<file path="config.mk">
export PLATFORM = sky130hd
export DESIGN_NAME = tvs_grid
export DESIGN_NICKNAME = d
export VERILOG_FILES = /design/src/tvs_pkg.sv /design/src/tvs_grid.sv
export SDC_FILE = /design/constraint.sdc
export NUM_CORES = 1
export LEC_CHECK = 0
export BUFFER_PORTS_ARGS = -buffer_cell sky130_fd_sc_hd__buf_2
export CORE_UTILIZATION = 40
export CTS_CLUSTER_DIAMETER = 40
export CTS_CLUSTER_SIZE = 12
export DETAILED_ROUTE_END_ITERATION = 16
export GPL_TIMING_DRIVEN = 0
export PLACE_DENSITY = 0.56
export SYNTH_ARGS = -nofsm -noshare
export SYNTH_HDL_FRONTEND = slang
export SYNTH_SLANG_ARGS = --single-unit
</file>
<file path="constraint.sdc">
create_clock -name clock -period 8.1 [get_ports clock]
set_input_delay 0.81 -clock clock [delete_from_list [all_inputs] [get_ports clock]]
set_output_delay 0.81 -clock clock [all_outputs]
set_load 0.1 [all_outputs]
</file>
<file path="src/tvs_pkg.sv">
// Package: constants, types and helpers for the trilinear vector sampler.
`timescale 1ns / 1ps
package tvs_pkg;
   localparam int DimXDefault = 32;
   localparam int DimYDefault = 32;
   localparam int DimZDefault = 32;
   localparam int StoreDepth = 32768;
   localparam int AddrW = 15;

   localparam logic OP_LOAD  = 1'b0;
   localparam logic OP_QUERY = 1'b1;

   typedef enum logic [2:0] {
      REG_INV_X  = 3'd0,
      REG_INV_Y  = 3'd1,
      REG_INV_Z  = 3'd2,
      REG_CORN_X = 3'd3,
      REG_CORN_Y = 3'd4,
      REG_CORN_Z = 3'd5
   } reg_index_type;

   typedef enum logic [2:0] {
      ST_IDLE,
      ST_GRID,
      ST_READ,
      ST_LERP,
      ST_OUT
   } state_type;

   typedef struct packed {
      logic signed [15:0] vx;
      logic signed [15:0] vy;
      logic signed [15:0] vz;
   } vec_type;

   // floor((a*(256-w) + b*w) / 256)
   function automatic logic signed [15:0] lerp8(
      input logic signed [15:0] a, input logic signed [15:0] b, input logic [7:0] w);
      logic signed [25:0] s;
      begin
         s = 26'(a) * $signed({1'b0, 9'd256 - {1'b0, w}})
           + 26'(b) * $signed({1'b0, 1'b0, w});
         return s[23:8];
      end
   endfunction
endpackage

</file>
<file path="src/tvs_grid.sv">
// Grid-coordinate unit: one axis per pass, product, truncate and clamp.
`timescale 1ns / 1ps
module tvs_grid #(
   parameter int DIM_X = tvs_pkg::DimXDefault,
   parameter int DIM_Y = tvs_pkg::DimYDefault,
   parameter int DIM_Z = tvs_pkg::DimZDefault
) (
   input  logic clock,
   input  logic [1:0] axis,
   input  logic signed [19:0] pos,
   input  logic signed [19:0] corner,
   input  logic [15:0] inv,
   output logic [15:0] grid_ff
);
   import tvs_pkg::*;
   logic signed [20:0] diff_ff;
   logic [15:0] inv_ff;
   logic [1:0] axis_ff;
   logic signed [37:0] prod;
   logic [15:0] top;
   logic [25:0] g;
   logic [15:0] grid_in;

   always_ff @(posedge clock) begin
      diff_ff <= 21'(pos) - 21'(corner);
      inv_ff  <= inv;
      axis_ff <= axis;
      grid_ff <= grid_in;
   end

   always_comb begin
      prod = 38'(diff_ff) * $signed({1'b0, inv_ff});
      case (axis_ff)
         2'd0: top = 16'((DIM_X - 1) * 256);
         2'd1: top = 16'((DIM_Y - 1) * 256);
         default: top = 16'((DIM_Z - 1) * 256);
      endcase
      g = prod[37:12];
      if (prod[37]) grid_in = '0;
      else if (g > 26'(top)) grid_in = top;
      else grid_in = g[15:0];
   end
endmodule
</file>
Word-level counts from Yosys, hierarchy flattened
Cells that the tools add are included.

storage, ports and cells
  flip-flop bits (word level) = 53
  input port bits = 59
  output and inout bits = 16

operators by class
  add/sub/neg operators = 1
  $mul = 1
  $lt $le $gt $ge = 1
  muxes and demuxes = 1
  reductions and logical operators = 1

operator list
  operator                number
  $mul A21 B17 Y38        1
  $gt A26 B13 Y1 const B  1
  $sub A20 B20 Y21        1
  $mux W13                1
  $reduce_or A2 Y1        1

Longest topological paths before layout
Gate-level depths: netlist of run 1.

  word-level depth = 3
  gate-level depth with buffers = 26
  depth with buffers taken out = 24

Worst setup path before layout of run 1
OpenSTA, ideal clock, no wires.

  kind = flip-flop to flip-flop
  from = register diff_ff[20]
  to = register grid_ff[10]
  library setup time = 0.143 ns
  data arrival time = 6.321 ns
  required time = 7.957 ns
  slack = 1.636 ns
  stages on the path, launching flop included = 23
  path buffers = 2
  period minus slack after synthesis = 6.464 ns
  cells stage by stage = dfxtp_1 > clkbuf_1 > nand2_1 > fa_1 > inv_1 > fa_1 > fa_1 > fa_1 > fa_1 > inv_1 > fa_1 > inv_1 > ha_1 > clkbuf_1 > nand4_1 > nor3_1 > a22o_1 > a21oi_1 > a21oi_1 > or3_1 > a211oi_2 > and4b_1 > a41oi_1

between the ends
  longest elaborated chain between the ends = 3

ends and longest elaborated chain
  what                    line            text
  start, declared         tvs_grid.sv:16  logic signed [20:0] diff_ff;
  start signal, assigned  tvs_grid.sv:25  diff_ff <= 21'(pos) - 21'(corner);
  $mul A21 B17 Y38 *      tvs_grid.sv:32  prod = 38'(diff_ff) * $signed({1'b0, inv_ff});
  $gt A26 B13 Y1          tvs_grid.sv:40  else if (g > 26'(top)) grid_in = top;
  $mux W13                tvs_grid.sv:40
  end signal, assigned    tvs_grid.sv:28  grid_ff <= grid_in;
  end, declared           tvs_grid.sv:13  output logic [15:0] grid_ff

Mark *: on every way between the ends. The rest lies on a longest branch, timed or not.
A chain may end at the register's enable or synchronous reset.

Worst setup path after layout of run 1
  from = register diff_ff[8]
  to = register grid_ff[3]

between the ends
  longest elaborated chain between the ends = 3

ends and longest elaborated chain
  what                               line
  $mul A21 B17 Y38 *                 tvs_grid.sv:32
  $gt A26 B13 Y1                     tvs_grid.sv:40
  $reduce_or A2 Y1 (no source line)  n/a

Marked as above.

==> impl_metrics.prom, run 1 <==
# TYPE chip_impl_metric gauge
chip_impl_info{name="result_of_the_run",value="completed"} 1
chip_impl_metric{name="post-dp-hpwl",unit="mm"} 33.4
chip_impl_metric{name="layout.cell_area.non_filler",unit="um2"} 16200
chip_impl_metric{name="finalNetCount",unit=""} 2275
chip_impl_metric{name="io_pins",unit=""} 75
chip_impl_metric{name="maximum_number_of_pins_on_one_net_before_global_route_repair",unit=""} 17
chip_impl_metric{name="layout_cells_sized_above_1",unit="%"} 6.84
chip_impl_info{name="timing.setup.critical_path_class",value="register to register"} 1
chip_impl_metric{name="initial_core_util",unit="%"} 40.9
chip_impl_info{name="kind_of_capture_point_of_the_worst_setup_path",value="register"} 1
chip_impl_metric{name="finalNonFillerCells",unit=""} 2238
chip_impl_info{name="mostFrequentLayoutCell",value="sky130_fd_sc_hd__inv_1"} 1
chip_impl_info{name="min_path_type",value="input port to register"} 1
chip_impl_metric{name="filler_cell_count",unit=""} 3746
chip_impl_info{name="ctsRootBufferMaster",value="sky130_fd_sc_hd__clkbuf_16"} 1
chip_impl_metric{name="post_dp_cell_area",unit="um2"} 16000
chip_impl_metric{name="postSynth.asyncResetShare",unit="%"} 0
chip_impl_metric{name="die_y",unit="um"} 196
chip_impl_metric{name="cts_resized",unit=""} 1
chip_impl_metric{name="finalHoldViolations",unit=""} 0
chip_impl_metric{name="initial_antenna_violation_count",unit=""} 1
chip_impl_metric{name="synth_area_per_cell",unit="um2"} 8.91
chip_impl_metric{name="die_area",unit="um2"} 38400
chip_impl_metric{name="cts_hold_bufs",unit=""} 0
chip_impl_metric{name="post_drt_wl_per_cell",unit="um"} 17.7
chip_impl_metric{name="critical_path_required",unit="ns"} 8.32
chip_impl_metric{name="synth_warnings",unit=""} 0
chip_impl_info{name="worst_setup_path_start_kind",value="register"} 1
chip_impl_metric{name="cts_buffer_depth",unit=""} 2
chip_impl_metric{name="max-cap-violations",unit=""} 0
chip_impl_metric{name="setup_viol",unit=""} 0
chip_impl_metric{name="gpl.final_weighted_congestion",unit=""} 0.929
chip_impl_info{name="rsz0062_at_grt",value="no"} 1
chip_impl_metric{name="cell_count_after_placement",unit=""} 2230
chip_impl_metric{name="clock_skew",unit="ns"} 0.0149
chip_impl_metric{name="multi_input_gate_area",unit="um2"} 12100
chip_impl_metric{name="synth_edf_count",unit=""} 0
chip_impl_metric{name="synthCells",unit=""} 1688
chip_impl_metric{name="crit_path_max_fanout",unit=""} 10
chip_impl_metric{name="syn_area",unit="um2"} 15000
chip_impl_metric{name="sum_of_negative_setup_slack",unit="ns"} 0
chip_impl_metric{name="drt_wl_total",unit="mm"} 39.7
chip_impl_metric{name="max_slew_margin_vs_limit",unit="%"} 45.0
chip_impl_metric{name="track_usage",unit="%"} 22.6
chip_impl_metric{name="finalMaxSlewViolations",unit=""} 0
chip_impl_metric{name="timing_worst_slew_pin_value",unit="ns"} 0.816
chip_impl_info{name="cts_tree",value="done"} 1
chip_impl_metric{name="numCtsBuffers",unit=""} 5
chip_impl_metric{name="vias_per_cell",unit=""} 5.07
chip_impl_metric{name="grt_remaining_overflow",unit=""} 0
chip_impl_metric{name="cts_setup_buffers",unit=""} 0
chip_impl_metric{name="clock_latency",unit="ns"} 0.33
chip_impl_metric{name="grt_first_pass_wirelength",unit="mm"} 65.9
chip_impl_metric{name="synth.yosys.seq_area_share",unit="%"} 7.05
chip_impl_info{name="layout.cells.most_common_list",value="sky130_fd_sc_hd__inv_1, sky130_fd_sc_hd__fa_1, sky130_fd_sc_hd__nand2_1"} 1
chip_impl_metric{name="yosys.cell_types.count",unit=""} 77
chip_impl_metric{name="cts_htree_levels",unit=""} 2
chip_impl_metric{name="worst_ep_arrival_time",unit="ns"} 7.91
chip_impl_metric{name="fin_crit_sh",unit="%"} 94.9
chip_impl_metric{name="initialDrtViolationCount",unit=""} 536
chip_impl_metric{name="via_count",unit=""} 11300
chip_impl_metric{name="design.core.area",unit="um2"} 36800
chip_impl_metric{name="diodes",unit=""} 0
chip_impl_metric{name="maxClockFrequency",unit="MHz"} 130
chip_impl_metric{name="clk_pin_slew_worst_paths",unit="ns"} 0.09
chip_impl_metric{name="port-buffer-count",unit=""} 72
chip_impl_metric{name="drtAntennaViolNets",unit=""} 0
chip_impl_metric{name="drc_errors",unit=""} 0
chip_impl_metric{name="clock_sink_count",unit=""} 53
chip_impl_metric{name="grt_pass1_vias",unit=""} 12600
chip_impl_metric{name="detail_route.first_pass.iterations",unit=""} 8
chip_impl_metric{name="syn2layout_area_growth",unit="%"} 7.59
chip_impl_metric{name="timing.final.crit_period",unit="ns"} 7.68
chip_impl_metric{name="die_w",unit="um"} 196
chip_impl_metric{name="synth_seq_cells",unit=""} 53
chip_impl_metric{name="register_area",unit="um2"} 1060
chip_impl_info{name="most_instantiated_flip_flop_cell_in_the_synthesis_netlist",value="sky130_fd_sc_hd__dfxtp_1"} 1
chip_impl_metric{name="final_core_util",unit="%"} 44.0
chip_impl_metric{name="core.rowCount",unit=""} 70
## routing by layer
metal | vias to the layer above | wire length [um] | track usage [%]
met5 | - | 0 | 0
met4 | 0 | 1490 | 7.93
met3 | 75 | 1920 | 2.97
met2 | 264 | 20200 | 41.1
met1 | 5769 | 16100 | 27.2
li1 | 5238 | - | -
## worst paths after layout
check / endpoint / cells after the start / startpoint / slack (ns)
hold reg to reg: grid_ff[5] / 7 / inv_ff[2] / 1.40
setup reg to reg: grid_ff[3] / 22 / diff_ff[8] / 0.42
setup / recovery: grid_ff[3] / 22 / diff_ff[8] / 0.42
hold / removal: inv_ff[5] / 1 / inv[5] / 0.58
## flip-flops by register name, summed over array words and instances, names as in the netlist
name / flops
inv_ff: 16
grid_ff: 16
diff_ff: 21
## synth_stat cells, drive strengths merged, types with 3 or more instances
master	number	area (um2)
nor3	16	80.1
nor4	17	121
xor2	4	35.0
a211oi	7	70.1
and3	7	43.8
nand3b	3	22.5
dfxtp	53	1060
ha	113	1410
xnor2	31	272
nor2	25	93.8
o21ai	22	110
o21bai	4	30.0
o41ai	3	52.6
or3	10	62.6
and2	143	897
o211ai	4	30.0
a21boi	4	41.3
nor2b	7	43.8
clkbuf	59	221
buf	9	50.0
inv	427	1600
or2	7	43.8
o21a	9	67.6
and4	5	43.8
nand2	225	845
a21o	15	113
nand3	18	90.1
fa	334	6690
o22ai	3	18.8
mux2i	4	40.0
a41oi	5	43.8
nand4	7	43.8
a21oi	45	233
a31oi	5	31.3
## cells by family (layout without fill, tap and decap cells)
family          count (synthesis)  count (layout)  synth area share, %
compound gates                156             156                 7.55
xor+xnor                       35              35                 2.04
fa+ha+maj                     447             447                 53.9
buf+inv                       495             575                 12.5
flops                          53              53                 7.05
mux                             4               4                0.266
other cells                     1               3               0.0249
simple gates                  497             497                 16.7
## critical path, cell delays in order (launching register included)
cell and delay, ns:
sky130_fd_sc_hd__dfxtp_1 0.53, sky130_fd_sc_hd__clkbuf_1 0.59, sky130_fd_sc_hd__nand2_1 0.17, sky130_fd_sc_hd__fa_1 0.53, sky130_fd_sc_hd__fa_1 0.49, sky130_fd_sc_hd__inv_1 0.05
sky130_fd_sc_hd__fa_1 0.50, sky130_fd_sc_hd__inv_1 0.05, sky130_fd_sc_hd__fa_1 0.55, sky130_fd_sc_hd__fa_1 0.44, sky130_fd_sc_hd__fa_1 0.58, sky130_fd_sc_hd__inv_1 0.07
sky130_fd_sc_hd__ha_1 0.26, sky130_fd_sc_hd__buf_2 0.18, sky130_fd_sc_hd__a21oi_1 0.15, sky130_fd_sc_hd__o21ai_0 0.16, sky130_fd_sc_hd__a32o_2 0.36, sky130_fd_sc_hd__nor4b_4 0.42
sky130_fd_sc_hd__o41ai_4 0.14, sky130_fd_sc_hd__a21oi_2 0.16, sky130_fd_sc_hd__xor2_1 0.44, sky130_fd_sc_hd__nand3_1 0.43, sky130_fd_sc_hd__nor4_1 0.31
## stage by stage
stage	hold WS (ns)	worst slack [ns]
3_3_place_gp	0.914	0.0671
5_1_grt	0.558	0.0638
6_report	0.576	0.416
2_1_floorplan	0.838	1.64
4_1_cts	0.560	0.162
3_5_place_dp	0.914	0.0127
## layout make-up
| class | count | share of cell area (%) |
|---|---|---|
| clock inverter | 2 | 0.240 |
| inverter | 427 | 9.91 |
| timing repair buffer | 72 | 2.23 |
| sequential | 53 | 6.56 |
| tap | 468 | 3.62 |
| multi-input combinational | 1142 | 74.9 |
| buffer | 68 | 1.73 |
| clock buffer | 6 | 0.796 |
Power of run 1 is not shown: default switching activity piles up to over one toggle a cycle in this logic, so the estimate is an artifact.
==> inputs of run 2 (changes only) <==
CORE_UTILIZATION = 39   (was 40)
PLACE_DENSITY = 0.55   (was 0.56)
==> run 2 against run 1 <==
  * Critical path depth unchanged
  * Wire length up 0.82%
  * Clock skew up 0.00065 ns
  * Cell area up 0.39%
  * Core utilization down 1.1 points
  * Hold slack worse by 0.0083 ns
  * Via count about the same
  * Count of clock-buffer cells in the layout down 1
  * Global-route usage down 0.23 points
  * First-iteration DRC count unchanged
  * Setup slack worse by 0.016 ns
  * Sequential cell count unchanged
  * Critical endpoint unchanged
  * Highest routed layer unchanged
==> impl_metrics.prom, run 2 (same netlist as run 1, synthesis figures left out) <==
# TYPE chip_impl_metric gauge
chip_impl_metric{name="io_pins",unit=""} 75
chip_impl_metric{name="clock_skew",unit="ns"} 0.0155
chip_impl_info{name="worstSetupStartpoint",value="diff_ff[7]"} 1
chip_impl_metric{name="max_ffs_per_register",unit=""} 21
chip_impl_metric{name="drtAntennaViolNets",unit=""} 0
chip_impl_metric{name="timing_worst_slew_pin_value",unit="ns"} 0.849
chip_impl_metric{name="finalNetCount",unit=""} 2275
chip_impl_metric{name="cts_htree_levels",unit=""} 2
chip_impl_metric{name="layout_cells_sized_above_1",unit="%"} 7.06
chip_impl_metric{name="clk_pin_slew_worst_paths",unit="ns"} 0.09
chip_impl_metric{name="maximum_number_of_pins_on_one_net_before_global_route_repair",unit=""} 19
chip_impl_info{name="whs_endpoint",value="inv_ff[7]"} 1
chip_impl_metric{name="max_stage_delay",unit="ns"} 0.64
chip_impl_metric{name="setup_viol",unit=""} 0
chip_impl_metric{name="grt_first_pass_wirelength",unit="mm"} 65.6
chip_impl_metric{name="initial_core_util",unit="%"} 39.7
chip_impl_metric{name="syn2layout_area_growth",unit="%"} 8.00
chip_impl_metric{name="vias_per_cell",unit=""} 4.97
chip_impl_metric{name="design.core.area",unit="um2"} 37800
chip_impl_metric{name="numCtsBuffers",unit=""} 5
chip_impl_metric{name="finalMaxSlewViolations",unit=""} 0
chip_impl_metric{name="finalHoldViolations",unit=""} 0
chip_impl_info{name="mostFrequentLayoutCell",value="sky130_fd_sc_hd__inv_1"} 1
chip_impl_metric{name="track_usage",unit="%"} 22.4
chip_impl_metric{name="post_drt_wl_per_cell",unit="um"} 17.6
chip_impl_metric{name="worst-r2r-cell-count",unit=""} 22
chip_impl_metric{name="initial_antenna_violation_count",unit=""} 0
chip_impl_metric{name="max-cap-violations",unit=""} 0
chip_impl_metric{name="critical_path_required",unit="ns"} 8.32
chip_impl_info{name="cts_tree",value="done"} 1
chip_impl_metric{name="initialDrtViolationCount",unit=""} 536
chip_impl_info{name="layout.cells.most_common_list",value="sky130_fd_sc_hd__inv_1, sky130_fd_sc_hd__fa_1, sky130_fd_sc_hd__nand2_1"} 1
chip_impl_metric{name="worst-r2r-setup-slack",unit="ns"} 0.40
chip_impl_metric{name="post-dp-hpwl",unit="mm"} 33.5
chip_impl_metric{name="die_y",unit="um"} 198
chip_impl_metric{name="diodes",unit=""} 0
chip_impl_metric{name="sum_of_negative_setup_slack",unit="ns"} 0
chip_impl_metric{name="drt_wl_total",unit="mm"} 40.0
chip_impl_info{name="critical_path.most_common_cell",value="sky130_fd_sc_hd__fa_1"} 1
chip_impl_info{name="crit_slowest_cell",value="sky130_fd_sc_hd__clkbuf_1"} 1
chip_impl_info{name="largest_register",value="diff_ff"} 1
chip_impl_metric{name="gpl.final_weighted_congestion",unit=""} 0.906
chip_impl_metric{name="clock_sink_count",unit=""} 53
chip_impl_info{name="min-delay-start",value="inv[7]"} 1
chip_impl_info{name="timing.setup.critical_path_class",value="register to register"} 1
chip_impl_info{name="worst_setup_path_start_kind",value="register"} 1
chip_impl_info{name="result_of_the_run",value="completed"} 1
chip_impl_metric{name="fin_crit_sh",unit="%"} 95.1
chip_impl_metric{name="drc_errors",unit=""} 0
chip_impl_metric{name="die_area",unit="um2"} 39400
chip_impl_metric{name="max_slew_margin_vs_limit",unit="%"} 42.8
chip_impl_metric{name="maxClockFrequency",unit="MHz"} 130
chip_impl_info{name="r2r_end",value="grid_ff[3]"} 1
chip_impl_info{name="kind_of_capture_point_of_the_worst_setup_path",value="register"} 1
chip_impl_metric{name="hold-path-cell-count",unit=""} 1
chip_impl_info{name="min_path_type",value="input port to register"} 1
chip_impl_metric{name="clock_latency",unit="ns"} 0.35
chip_impl_metric{name="worst_ep_arrival_time",unit="ns"} 7.92
chip_impl_info{name="rsz0062_at_grt",value="no"} 1
chip_impl_info{name="largestRegisters",value="diff_ff: 21 flops, grid_ff: 16 flops, inv_ff: 16 flops"} 1
chip_impl_metric{name="via_count",unit=""} 11300
chip_impl_metric{name="cts_hold_bufs",unit=""} 0
chip_impl_metric{name="timing.final.crit_period",unit="ns"} 7.70
chip_impl_info{name="worst_r2r_startpoint",value="diff_ff[7]"} 1
chip_impl_metric{name="grt_remaining_overflow",unit=""} 0
chip_impl_metric{name="cts_buffer_depth",unit=""} 2
chip_impl_info{name="worstPathCellList",value="clkbuf_1, nand2_1, fa_1, inv_1, fa_1, inv_1, fa_1, inv_1, fa_1, fa_1, fa_1, ha_1, buf_2, a21oi_1, o21ai_0, a32o_2, nor4b_4, o41ai_4, a21oi_2, xor2_1, nand3_1, nor4_1"} 1
chip_impl_metric{name="grt_pass1_vias",unit=""} 12400
chip_impl_metric{name="core.rowCount",unit=""} 71
chip_impl_info{name="ctsRootBufferMaster",value="sky130_fd_sc_hd__clkbuf_16"} 1
chip_impl_metric{name="port-buffer-count",unit=""} 72
chip_impl_metric{name="detail_route.first_pass.iterations",unit=""} 5
chip_impl_metric{name="die_w",unit="um"} 198
chip_impl_metric{name="crit_path_max_fanout",unit=""} 10
## run 2: changes by cell type in the layout (fill, tap and decap cells not counted)
cell / before / now
sky130_fd_sc_hd__clkinv_4: 1 / 0
sky130_fd_sc_hd__inv_6: 0 / 2
sky130_fd_sc_hd__clkbuf_1: 53 / 49
sky130_fd_sc_hd__clkbuf_2: 7 / 10
## run 2: worst max-delay path by stage
| stage | endpoint | slack [ns] |
|---|---|---|
| floorplan | grid_ff[10] | 1.64 |
| global placement | grid_ff[4] | 0.07 |
| detailed placement | grid_ff[3] | 0.03 |
| CTS | grid_ff[3] | 0.006 |
| global route | grid_ff[2] | 0.006 |
| finish | grid_ff[3] | 0.40 |
## run 2: layout make-up
| type | instances | area, um2 |
|---|---|---|
| well taps | 511 | 639 |
| fillers | 3851 | 21600 |
| clock buffers | 5 | 125 |
| flip-flops and latches | 53 | 1060 |
| repair buffers | 72 | 360 |
| clock inverters | 3 | 47.5 |
| plain buffers | 68 | 284 |
| multi-input cells | 1142 | 12100 |
| inverters | 427 | 1600 |
## run 2: through the flow
| stage | cells | area (um2) | utilization [%] | worst slack, ns | hold WS [ns] |
|---|---|---|---|---|---|
| floorplan | 1690 | 15000 | - | 1.64 | 0.838 |
| global placement | 2273 | 16000 | 42.4 | 0.0659 | 0.914 |
| detailed placement | 2273 | 16000 | 42.4 | 0.0320 | 0.914 |
| CTS | 2281 | 16200 | 42.9 | 0.00590 | 0.551 |
| global route | 2281 | 16200 | 42.9 | 0.00587 | 0.555 |
| finish | 2281 | 16200 | 42.9 | 0.400 | 0.567 |
## run 2: worst max-delay path, delay by kind of cell, from the launching register on
| family | cells | cell delay, ns |
|---|---|---|
| and+or+nand+nor | 4 | 1.36 |
| AOI/OAI and AO/OA | 5 | 0.91 |
| DFF | 1 | 0.54 |
| adders and majority gates | 7 | 3.31 |
| xor gates and xnor gates | 1 | 0.45 |
| buffers and inverters | 5 | 0.98 |
## run 2: what timing repair did
item / in CTS / in global routing
setup buffers: 0 / 0
gates cloned: 0 / 0
setup endpoints to repair: 4 / 13
gates resized for setup: 1 / 20
## run 2: per-layer routing
metal	vias up	routed length [um]	track usage [%]
li1	5236	-	-
met1	5794	16700	27.3
met2	261	20400	40.4
met3	51	1650	2.87
met4	0	1230	7.49
met5	-	0	0
Power of run 2 is left out for the same reason.
==> inputs of run 3 (changes only) <==
CORE_ASPECT_RATIO = 1.75   (was default)
REMOVE_ABC_BUFFERS = 1   (was default)
==> run 3 against run 2 <==
  * Via count decreased by 0.56%
  * Register-to-register slack got worse by 0.02 ns
  * Sequential cell count did not move
  * Critical path depth unchanged
  * Hold slack gained 0.018 ns
  * First-iteration DRC count shrank 22%
  * Setup slack worse by 0.016 ns
==> impl_metrics.prom, run 3 (same netlist as run 1, synthesis figures left out) <==
# TYPE chip_impl_metric gauge
chip_impl_info{name="result_of_the_run",value="completed"} 1
chip_impl_metric{name="post_dp_cell_area",unit="um2"} 15700
chip_impl_metric{name="die_y",unit="um"} 262
chip_impl_metric{name="fin_crit_sh",unit="%"} 95.3
chip_impl_metric{name="grt_first_pass_wirelength",unit="mm"} 64.5
chip_impl_info{name="r2r_end",value="grid_ff[10]"} 1
chip_impl_info{name="min-delay-start",value="inv[13]"} 1
chip_impl_metric{name="clk_pin_slew_worst_paths",unit="ns"} 0.09
chip_impl_info{name="critical_path.top_delay_family",value="adder cells"} 1
chip_impl_metric{name="max_ffs_per_register",unit=""} 21
chip_impl_metric{name="core.rowCount",unit=""} 94
chip_impl_metric{name="max-cap-violations",unit=""} 0
chip_impl_metric{name="crit_path_max_fanout",unit=""} 21
chip_impl_metric{name="cts_htree_levels",unit=""} 2
chip_impl_metric{name="die_w",unit="um"} 150
chip_impl_metric{name="syn2layout_area_growth",unit="%"} 5.73
chip_impl_metric{name="numCtsBuffers",unit=""} 5
chip_impl_info{name="cts_tree",value="done"} 1
chip_impl_metric{name="setup_viol",unit=""} 0
chip_impl_info{name="critical_path.most_common_cell",value="sky130_fd_sc_hd__fa_1"} 1
chip_impl_metric{name="timing.final.crit_period",unit="ns"} 7.72
chip_impl_metric{name="clock_sink_count",unit=""} 53
chip_impl_metric{name="vias_per_cell",unit=""} 5.17
chip_impl_metric{name="diodes",unit=""} 0
chip_impl_metric{name="worst-r2r-setup-slack",unit="ns"} 0.38
chip_impl_metric{name="initialDrtViolationCount",unit=""} 418
chip_impl_metric{name="clock_skew",unit="ns"} 0.0110
chip_impl_metric{name="maxClockFrequency",unit="MHz"} 130
chip_impl_info{name="worstPathCellList",value="nand2_1, fa_1, fa_1, inv_1, fa_1, inv_1, fa_1, inv_1, fa_1, inv_1, fa_1, inv_1, ha_1, a21oi_1, o21ai_0, a22o_1, a21oi_1, a21oi_1, or3_1, a211oi_2, and4b_1, a41oi_1"} 1
chip_impl_metric{name="drt_wl_total",unit="mm"} 39.3
chip_impl_metric{name="initial_antenna_violation_count",unit=""} 0
chip_impl_info{name="largest_register",value="diff_ff"} 1
chip_impl_metric{name="final_core_util",unit="%"} 42.1
chip_impl_metric{name="layout.cell_area.non_filler",unit="um2"} 15900
chip_impl_info{name="layout.cells.most_common_list",value="sky130_fd_sc_hd__inv_1, sky130_fd_sc_hd__fa_1, sky130_fd_sc_hd__nand2_1"} 1
chip_impl_metric{name="worst_ep_arrival_time",unit="ns"} 7.88
chip_impl_metric{name="drtAntennaViolNets",unit=""} 0
chip_impl_metric{name="layout_cells_sized_above_1",unit="%"} 6.40
chip_impl_metric{name="filler_cell_count",unit=""} 3794
chip_impl_info{name="ctsRootBufferMaster",value="sky130_fd_sc_hd__clkbuf_16"} 1
chip_impl_metric{name="cts_setup_buffers",unit=""} 0
chip_impl_info{name="kind_of_capture_point_of_the_worst_setup_path",value="register"} 1
chip_impl_metric{name="io_pins",unit=""} 75
chip_impl_info{name="timing.setup.critical_path_class",value="register to register"} 1
chip_impl_metric{name="max_stage_delay",unit="ns"} 1.03
chip_impl_metric{name="track_usage",unit="%"} 21.9
chip_impl_metric{name="worst-r2r-cell-count",unit=""} 22
chip_impl_info{name="min_path_type",value="input port to register"} 1
chip_impl_metric{name="post-place-ws",unit="ns"} 0.0789
chip_impl_metric{name="critical_path_required",unit="ns"} 8.26
chip_impl_metric{name="layout_setup_ws",unit="ns"} 0.384
chip_impl_metric{name="clock_latency",unit="ns"} 0.33
chip_impl_metric{name="gpl.final_weighted_congestion",unit=""} 0.827
chip_impl_info{name="whs_endpoint",value="inv_ff[13]"} 1
chip_impl_metric{name="port-buffer-count",unit=""} 72
chip_impl_metric{name="maximum_number_of_pins_on_one_net_before_global_route_repair",unit=""} 22
chip_impl_metric{name="detail_route.first_pass.iterations",unit=""} 4
chip_impl_metric{name="grt_pass1_vias",unit=""} 12700
chip_impl_info{name="rsz0062_at_grt",value="no"} 1
chip_impl_metric{name="timing_worst_slew_pin_value",unit="ns"} 1.12
chip_impl_metric{name="via_count",unit=""} 11300
chip_impl_metric{name="drc_errors",unit=""} 0
chip_impl_metric{name="grt_remaining_overflow",unit=""} 0
chip_impl_metric{name="design.core.area",unit="um2"} 37800
chip_impl_metric{name="finalMaxSlewViolations",unit=""} 0
chip_impl_metric{name="post_drt_wl_per_cell",unit="um"} 18.0
chip_impl_metric{name="finalNetCount",unit=""} 2207
chip_impl_info{name="largestRegisters",value="diff_ff: 21 flops, grid_ff: 16 flops, inv_ff: 16 flops"} 1
chip_impl_metric{name="initial_core_util",unit="%"} 39.8
chip_impl_info{name="worst_r2r_startpoint",value="inv_ff[4]"} 1
chip_impl_metric{name="die_area",unit="um2"} 39400
chip_impl_metric{name="finalHoldViolations",unit=""} 0
chip_impl_metric{name="cts_buffer_depth",unit=""} 2
chip_impl_metric{name="hold-path-cell-count",unit=""} 1
chip_impl_info{name="mostFrequentLayoutCell",value="sky130_fd_sc_hd__inv_1"} 1
chip_impl_info{name="worst_setup_path_start_kind",value="register"} 1
chip_impl_metric{name="post-dp-hpwl",unit="mm"} 31.4
chip_impl_metric{name="max_slew_margin_vs_limit",unit="%"} 25.1
chip_impl_metric{name="worstPathBufferInverterCount",unit=""} 5
chip_impl_metric{name="sum_of_negative_setup_slack",unit="ns"} 0
chip_impl_info{name="crit_slowest_cell",value="sky130_fd_sc_hd__dfxtp_1"} 1
==> run 3: worst max-delay path by stage <==
stage                    from          end  slack (ns)  cells past startpoint
floorplan           inv_ff[2]  grid_ff[10]        1.72                     22
global placement    inv_ff[2]   grid_ff[1]        0.19                     22
detailed placement  inv_ff[2]   grid_ff[0]        0.08                     22
CTS                 inv_ff[2]   grid_ff[0]        0.04                     22
global route        inv_ff[9]   grid_ff[7]        0.02                     20
finish              inv_ff[4]  grid_ff[10]        0.38                     22
==> run 3: repair_timing <==
action / in CTS / in global routing
gates resized for setup: 0 / 4
hold buffers: 0 / 0
setup endpoints to repair: 0 / 13
==> run 3: metal layers <==
| layer | GRT usage, % | share of wire [%] |
|---|---|---|
| met2 | 45.9 | 60 |
| met3 | 1.06 | 1.8 |
| met1 | 19.9 | 31 |
| met4 | 13.2 | 6.5 |
| met5 | 0 | 0 |
==> run 3: layout make-up <==
cell class / count / area, um2 / share of cell area [%]
timing repair buffer: 72 / 360 / 2.27
tap: 480 / 601 / 3.78
clock inverter: 3 / 28.8 / 0.181
inverter: 427 / 1600 / 10.1
multi-input combinational: 1142 / 12100 / 76.2
sequential: 53 / 1060 / 6.70
clock buffer: 5 / 125 / 0.787
==> run 3: through the flow <==
stage	hold slack, ns	std cells
final	0.585	2182
after global routing	0.577	2182
after CTS	0.578	2182
after detailed placement	0.914	2174
after global placement	0.914	2174
after floorplan	0.838	1622
Power of run 3 is left out for the same reason.
